<file path="src/design/pee_pkg.sv">
// Shared constants and the sequencer state type for the postfix expression evaluator.
`default_nettype none
package pee_pkg;

	localparam int DEFAULT_STACK_DEPTH = 16;
	localparam int WORD_W = 32;
	localparam int SYM_W = 8;
	localparam int DIV_STEPS = WORD_W;
	localparam int STEP_W = $clog2(DIV_STEPS);

	localparam logic [SYM_W-1:0] SYM_ZERO  = 8'h30;
	localparam logic [SYM_W-1:0] SYM_NINE  = 8'h39;
	localparam logic [SYM_W-1:0] SYM_PLUS  = 8'h2B;
	localparam logic [SYM_W-1:0] SYM_MINUS = 8'h2D;
	localparam logic [SYM_W-1:0] SYM_TIMES = 8'h2A;
	localparam logic [SYM_W-1:0] SYM_SLASH = 8'h2F;

	localparam logic [WORD_W-1:0] EMPTY_VALUE = '1;

	typedef enum logic [2:0] {
		ST_IDLE,
		ST_POP_A,
		ST_POP_B,
		ST_EXEC,
		ST_DIV,
		ST_DPUSH,
		ST_TOP,
		ST_EMIT
	} seq_state_t;

endpackage
`default_nettype wire

</file>
<file path="src/design/postfix_expression_evaluator.sv">
// Postfix expression evaluator: operand stack in a memory, a serial divider, one sequencer.
// Per transfer: a digit is pushed while the sequencer is idle; + - * and any other symbol pass through
// POP_A, POP_B and EXEC; a division adds DIV (the bit-serial restoring divider) and DPUSH, skipped on a zero divisor.
// A transfer marked last adds TOP to pop the top and EMIT to load the output register; EMIT waits on a stalled output.
// The stack memory has one read port, so each pop takes its own state.
// Reset clears the stack depth, the sticky flags, the sequencer and the output valid.
`default_nettype none
module postfix_expression_evaluator #(
	parameter int STACK_DEPTH = pee_pkg::DEFAULT_STACK_DEPTH
) (
	input  wire logic        clk,
	input  wire logic        arst_n,
	input  wire logic        s_axis_tvalid,
	output logic             s_axis_tready,
	input  wire logic [7:0]  s_axis_tdata,   // Bits 7:0 symbol.
	input  wire logic        s_axis_tlast,   // The last field.
	output logic             m_axis_tvalid,
	input  wire logic        m_axis_tready,
	output logic [31:0]      m_axis_tdata,   // Bits 31:0 value.
	output logic [1:0]       m_axis_tuser    // Bit 0 div_zero_seen, bit 1 overflow_seen.
);
	import pee_pkg::*;

	localparam int DEPTH_W = $clog2(STACK_DEPTH + 1);
	localparam int IDX_W = $clog2(STACK_DEPTH);

	seq_state_t state_q, state_d;

	logic [WORD_W-1:0] mem [STACK_DEPTH];
	logic [WORD_W-1:0] rd_q;
	logic [DEPTH_W-1:0] depth_q;
	logic div_zero_q, overflow_q;
	logic [SYM_W-1:0] sym_q;
	logic last_q;
	logic empty_q;
	logic [WORD_W-1:0] a_q;
	logic [WORD_W-1:0] quo_q, rem_q, dvs_q;
	logic neg_q;
	logic [STEP_W-1:0] cnt_q;
	logic out_valid_q, out_dz_q, out_ov_q;
	logic [WORD_W-1:0] out_value_q;

	logic accept, is_digit, depth_zero, stack_full;
	logic push_req, pop_req, rd_en;
	logic [WORD_W-1:0] push_val;
	logic [IDX_W-1:0] top_idx;
	logic [WORD_W-1:0] b_val, un, ud;
	logic [WORD_W:0] shifted;
	logic [WORD_W+1:0] diff;
	logic div_last_step, out_free, op_simple, div_by_zero;
	logic [WORD_W-1:0] product;

	assign accept = s_axis_tvalid && s_axis_tready;
	assign is_digit = (s_axis_tdata >= SYM_ZERO) && (s_axis_tdata <= SYM_NINE);
	assign depth_zero = (depth_q == '0);
	assign stack_full = (depth_q == DEPTH_W'(STACK_DEPTH));
	assign top_idx = IDX_W'(depth_q - DEPTH_W'(1));
	assign b_val = empty_q ? EMPTY_VALUE : rd_q;
	assign product = b_val * a_q;
	assign un = b_val[WORD_W-1] ? (WORD_W'(0) - b_val) : b_val;
	assign ud = a_q[WORD_W-1] ? (WORD_W'(0) - a_q) : a_q;
	assign shifted = {rem_q, quo_q[WORD_W-1]};
	assign diff = {1'b0, shifted} - {2'b00, dvs_q};
	assign div_last_step = (cnt_q == STEP_W'(DIV_STEPS - 1));
	assign out_free = !out_valid_q || m_axis_tready;
	assign op_simple = (sym_q == SYM_PLUS) || (sym_q == SYM_MINUS) || (sym_q == SYM_TIMES);
	assign div_by_zero = (sym_q == SYM_SLASH) && (a_q == '0);

	always_comb begin
		state_d = state_q;
		case (state_q)
			ST_IDLE: begin
				if (accept) begin
					if (!is_digit) begin
						state_d = ST_POP_A;
					end else if (s_axis_tlast) begin
						state_d = ST_TOP;
					end
				end
			end
			ST_POP_A: state_d = ST_POP_B;
			ST_POP_B: state_d = ST_EXEC;
			ST_EXEC: begin
				if ((sym_q == SYM_SLASH) && (a_q != '0)) begin
					state_d = ST_DIV;
				end else if (last_q) begin
					state_d = ST_TOP;
				end else begin
					state_d = ST_IDLE;
				end
			end
			ST_DIV: begin
				if (div_last_step) begin
					state_d = ST_DPUSH;
				end
			end
			ST_DPUSH: state_d = last_q ? ST_TOP : ST_IDLE;
			ST_TOP: state_d = ST_EMIT;
			ST_EMIT: begin
				if (out_free) begin
					state_d = ST_IDLE;
				end
			end
			default: state_d = ST_IDLE;
		endcase
	end

	always_comb begin
		s_axis_tready = 1'b0;
		push_req = 1'b0;
		push_val = '0;
		pop_req = 1'b0;
		rd_en = 1'b0;
		case (state_q)
			ST_IDLE: begin
				s_axis_tready = 1'b1;
				push_req = s_axis_tvalid && is_digit;
				push_val = {{(WORD_W - SYM_W){1'b0}}, s_axis_tdata - SYM_ZERO};
			end
			ST_POP_A, ST_POP_B, ST_TOP: begin
				pop_req = !depth_zero;
				rd_en = !depth_zero;
			end
			ST_EXEC: begin
				push_req = op_simple || div_by_zero;
				if (sym_q == SYM_PLUS) begin
					push_val = b_val + a_q;
				end else if (sym_q == SYM_MINUS) begin
					push_val = b_val - a_q;
				end else if (sym_q == SYM_TIMES) begin
					push_val = product;
				end else begin
					push_val = '0;
				end
			end
			ST_DPUSH: begin
				push_req = 1'b1;
				push_val = neg_q ? (WORD_W'(0) - quo_q) : quo_q;
			end
			default: begin
				push_req = 1'b0;
			end
		endcase
	end

	always_ff @(posedge clk) begin
		if (push_req && !stack_full) begin
			mem[depth_q[IDX_W-1:0]] <= push_val;
		end
		if (rd_en) begin
			rd_q <= mem[top_idx];
		end
	end

	always_ff @(posedge clk or negedge arst_n) begin
		if (!arst_n) begin
			state_q <= ST_IDLE;
			depth_q <= '0;
			div_zero_q <= 1'b0;
			overflow_q <= 1'b0;
			out_valid_q <= 1'b0;
		end else begin
			state_q <= state_d;
			if (push_req) begin
				if (stack_full) begin
					overflow_q <= 1'b1;
				end else begin
					depth_q <= depth_q + DEPTH_W'(1);
				end
			end else if (pop_req) begin
				depth_q <= depth_q - DEPTH_W'(1);
			end
			if ((state_q == ST_EXEC) && div_by_zero) begin
				div_zero_q <= 1'b1;
			end
			if ((state_q == ST_EMIT) && out_free) begin
				out_valid_q <= 1'b1;
				depth_q <= '0;
				div_zero_q <= 1'b0;
				overflow_q <= 1'b0;
			end else if (out_valid_q && m_axis_tready) begin
				out_valid_q <= 1'b0;
			end
		end
	end

	always_ff @(posedge clk) begin
		case (state_q)
			ST_IDLE: begin
				if (accept) begin
					sym_q <= s_axis_tdata;
					last_q <= s_axis_tlast;
				end
			end
			ST_POP_A, ST_TOP: begin
				empty_q <= depth_zero;
			end
			ST_POP_B: begin
				a_q <= empty_q ? EMPTY_VALUE : rd_q;
				empty_q <= depth_zero;
			end
			ST_EXEC: begin
				quo_q <= un;
				dvs_q <= ud;
				rem_q <= '0;
				neg_q <= b_val[WORD_W-1] ^ a_q[WORD_W-1];
				cnt_q <= '0;
			end
			ST_DIV: begin
				cnt_q <= cnt_q + STEP_W'(1);
				if (!diff[WORD_W+1]) begin
					rem_q <= diff[WORD_W-1:0];
					quo_q <= {quo_q[WORD_W-2:0], 1'b1};
				end else begin
					rem_q <= shifted[WORD_W-1:0];
					quo_q <= {quo_q[WORD_W-2:0], 1'b0};
				end
			end
			ST_EMIT: begin
				if (out_free) begin
					out_value_q <= empty_q ? EMPTY_VALUE : rd_q;
					out_dz_q <= div_zero_q;
					out_ov_q <= overflow_q;
				end
			end
			default: begin
				cnt_q <= cnt_q;
			end
		endcase
	end

	assign m_axis_tvalid = out_valid_q;
	assign m_axis_tdata = out_value_q;
	assign m_axis_tuser = {out_ov_q, out_dz_q};

endmodule
`default_nettype wire

</file>
<file path="config.mk">
export PLATFORM = sky130hd
export DESIGN_NAME = postfix_expression_evaluator
export DESIGN_NICKNAME = d
export VERILOG_FILES = /design/src/design/pee_pkg.sv /design/src/design/postfix_expression_evaluator.sv
export SDC_FILE = /design/constraint.sdc
export NUM_CORES = 2
export LEC_CHECK = 0
export ABC_AREA = 1
export ABC_CLOCK_PERIOD_IN_PS = 7500
export BUFFER_PORTS_ARGS = -buffer_cell sky130_fd_sc_hd__buf_2
export CAP_MARGIN = 10
export CORE_UTILIZATION = 59
export CTS_CLUSTER_SIZE = 8
export DETAILED_ROUTE_END_ITERATION = 10
export GPL_TIMING_DRIVEN = 0
export PLACE_DENSITY_LB_ADDON = 0.1
export SYNTH_ARGS = -nofsm -noshare
export SYNTH_HDL_FRONTEND = slang
export SYNTH_SLANG_ARGS = --single-unit
export TNS_END_PERCENT = 30
</file>
<file path="constraint.sdc">
create_clock -name clk -period 7.5 [get_ports clk]
set_clock_uncertainty 0.2 [all_clocks]
set_input_delay 0 -clock clk [delete_from_list [all_inputs] [get_ports clk]]
set_output_delay 0 -clock clk [all_outputs]
set_load 0.1 [all_outputs]
</file>
==> metrics.cfg <==
[worst_hold_path]
whs_path_depth=4
hold_end=state_q[0]
hp-start=s_axis_tlast
hold_class=in2reg

[grt]
grt_pass1_vias=42930
gr-total-overflow=0
grt_max_degree=67
grt_use_total=0.4412
grt_pass1_wl_microns=280500
antenna_found_initial=7

[route]
ant_nets=0
drc=0
detail_route.vias_per_cell=6.311
drtIter0Drc=5708
wirelength_microns=196900
wl_per_cell_microns=28.52
num_vias=43570
drt_pass1_iterations=7

[logic_synthesis]
yosysSeqAreaShare=0.4267
synthesis.area_sq_mm=0.05146
avgSynthCellArea_sq_um=9.599
ys_types=59
synthCells=5361
ys_top_cells_by_count=nor2_1 (795), inv_1 (739), edfxtp_1 (722), nand2_1 (694), o21ai_0 (484)
synth_warnings=0
synth_edf_count=722
syn_nets=6013
synthTopCellsByArea=edfxtp_1 (42%), fa_1 (16%), nor2_1 (5.8%)
synth_flop_cell=edfxtp_1
synth-seq-cells=733
synth_most_common_cell=nor2_1
synth_top_cell_by_area=edfxtp_1
synth_top_area_frac=0.4213
async_reset_ff_frac=0.01501

[placed_design]
hpwl_microns=145700
finalWeightedCongestion=1.027
io_buffers=48

[critical_path]
startpoint_type=flop
reg2reg_slack_ns=-0.82
slowest_delay_ns=0.58
cp_data_required_time_ns=7.71
crit_path_max_fanout=10
crit_type=reg2reg
rr_startpoint=empty_q
crit_path_end_kind=flop
worstPathArrival_ns=8.53
cp_slowest_cell=fa_2
timing.rr.end=mem[10][29]
crit_start=empty_q
cpMostUsedCell=fa_1
rr_worst_depth=29

[clock_network]
numCtsBuffers=102
clock-sinks=733
clkTransAtPathRegs_ns=0.05
ctsRootBufferMaster=clkbuf_16
clockBufferDepth=3
tritoncts=done
htreeDepth=3
clk_latency_ns=0.75

[sta]
slew_violations=3
finalSetupViolCount=352
max_freq_mhz=120.2
min_period_ns=8.322
maxSlewHeadroom=-0.07849
rsz0062_at_grt=yes
hold_violations=0
finalSetupTns_ns=-151.81
fin_ws_ns=-0.8216
period_share=1.110
worst_pin_slew_ns=1.601

[cells_and_area]
multiInputGateArea_sq_mm=0.02701
fillers=6442
post_route_cells_drive_above_1_share=0.1299
area_growth_pct=17.12
register_area_sq_mm=0.02196
final_nets=6382

[floorplanning]
core_sq_mm=0.08582
die_width_microns=297.3
die_area_sq_mm=0.08841
rows=107
io_pins=49
die_h_microns=297.3
initial_core_util=0.5997

[status]
status=finished, violations left
violations=capacitance limit, slew limit, setup timing

[job]
cap_viol_max_count=1

-- per-layer routing --
| layer | up-vias | wire, microns | part of all wire | track usage |
|---|---|---|---|---|
| met1 | 21030 | 66260 | 0.34 | 0.5064 |
| li1 | 18580 | - | - | - |
| met4 | 8 | 18240 | 0.093 | 0.3315 |
| met3 | 933 | 20920 | 0.11 | 0.1124 |
| met2 | 3022 | 91410 | 0.46 | 0.7142 |
| met5 | - | 46 | 0.00023 | 0 |
-- sequential cells by signal (all words and copies together) (netlist names), 3 cells and up --
| name | count |
|---|---|
| quo_q | 32 |
| depth_q | 5 |
| dvs_q | 32 |
| rem_q | 32 |
| state_q | 3 |
| sym_q | 8 |
| a_q | 32 |
| mem | 512 |
| rd_q | 32 |
| cnt_q | 5 |
| m_axis_tdata | 32 |
-- repair_timing --
action / CTS / global route
gates cloned: 5 / 3
hold buffers: 23 / 0
setup buffers: 80 / 66
pin swaps: 35 / 86
endpoints found under the hold margin: 87 / 0
gates resized for setup: 298 / 234
setup endpoints to repair: 416 / 368
-- worst max-delay path by stage --
stage	end	slack (ns)	depth (start not counted)
6_report	mem[10][29]	-0.82	29
5_1_grt	mem[1][29]	-0.90	30
4_1_cts	mem[1][29]	-0.67	33
3_5_place_dp	mem[8][27]	-2.81	30
3_3_place_gp	mem[10][27]	-2.79	30
2_1_floorplan	mem[0][29]	-0.04	32
-- worst max-delay path: cells and delay by family (launching register included) --
kind / cells / cell delay [ns]
compound gates: 5 / 0.76
fa+ha+maj: 9 / 4.50
buf+inv: 6 / 0.72
flops: 1 / 0.41
simple gates: 9 / 1.39
-- through the flow --
stage                 util  area (sq um)  hold WS [ns]  worst slack, ns  instances
finish              0.7023         60270       0.08343          -0.8216       6904
global route        0.7023         60270        0.1323          -0.9019       6902
CTS                 0.6846         58750       0.04038          -0.6748       6832
detailed placement  0.6289         53970       -0.3200           -2.814       6599
global placement    0.6194         53150       -0.3171           -2.786       6553
floorplan                -         51480       -0.4956         -0.04394       5361
-- layout make-up --
type / count / area share
clock inverter: 9 / 0.003342
inverter: 772 / 0.05094
clock buffer: 123 / 0.04366
sequential: 733 / 0.3643
timing repair buffer: 266 / 0.04166
tap: 1144 / 0.02375
buffer: 246 / 0.02414
multi-input combinational: 3609 / 0.4481
antenna: 2 / 0.00008304
-- cells by family after synthesis --
logic type      synth area share
compound gates            0.1185
xor+xnor                 0.02247
fa+ha+maj                 0.2153
buf+inv                  0.07605
simple gates              0.1410
flops                     0.4267
-- cells in the final DEF (no fill, tap or decap), drive strengths merged, types with 13 or more instances in the layout --
cell,count
nand4,25
o221ai,72
xor2,103
edfxtp,722
o22ai,65
nand2,698
or2,17
a31oi,16
ha,228
o21ai,505
inv,742
buf,287
o211ai,80
a21oi,254
nor2,811
dlygate4sd3,23
fa,411
clkinvlp,16
clkbuf,325
o21bai,17
nand3,131
clkinv,23
a21o,13
xnor2,29
nor3,64
Power is not shown: default switching activity piles up to over one toggle a cycle in this logic, so the estimate is an artifact.
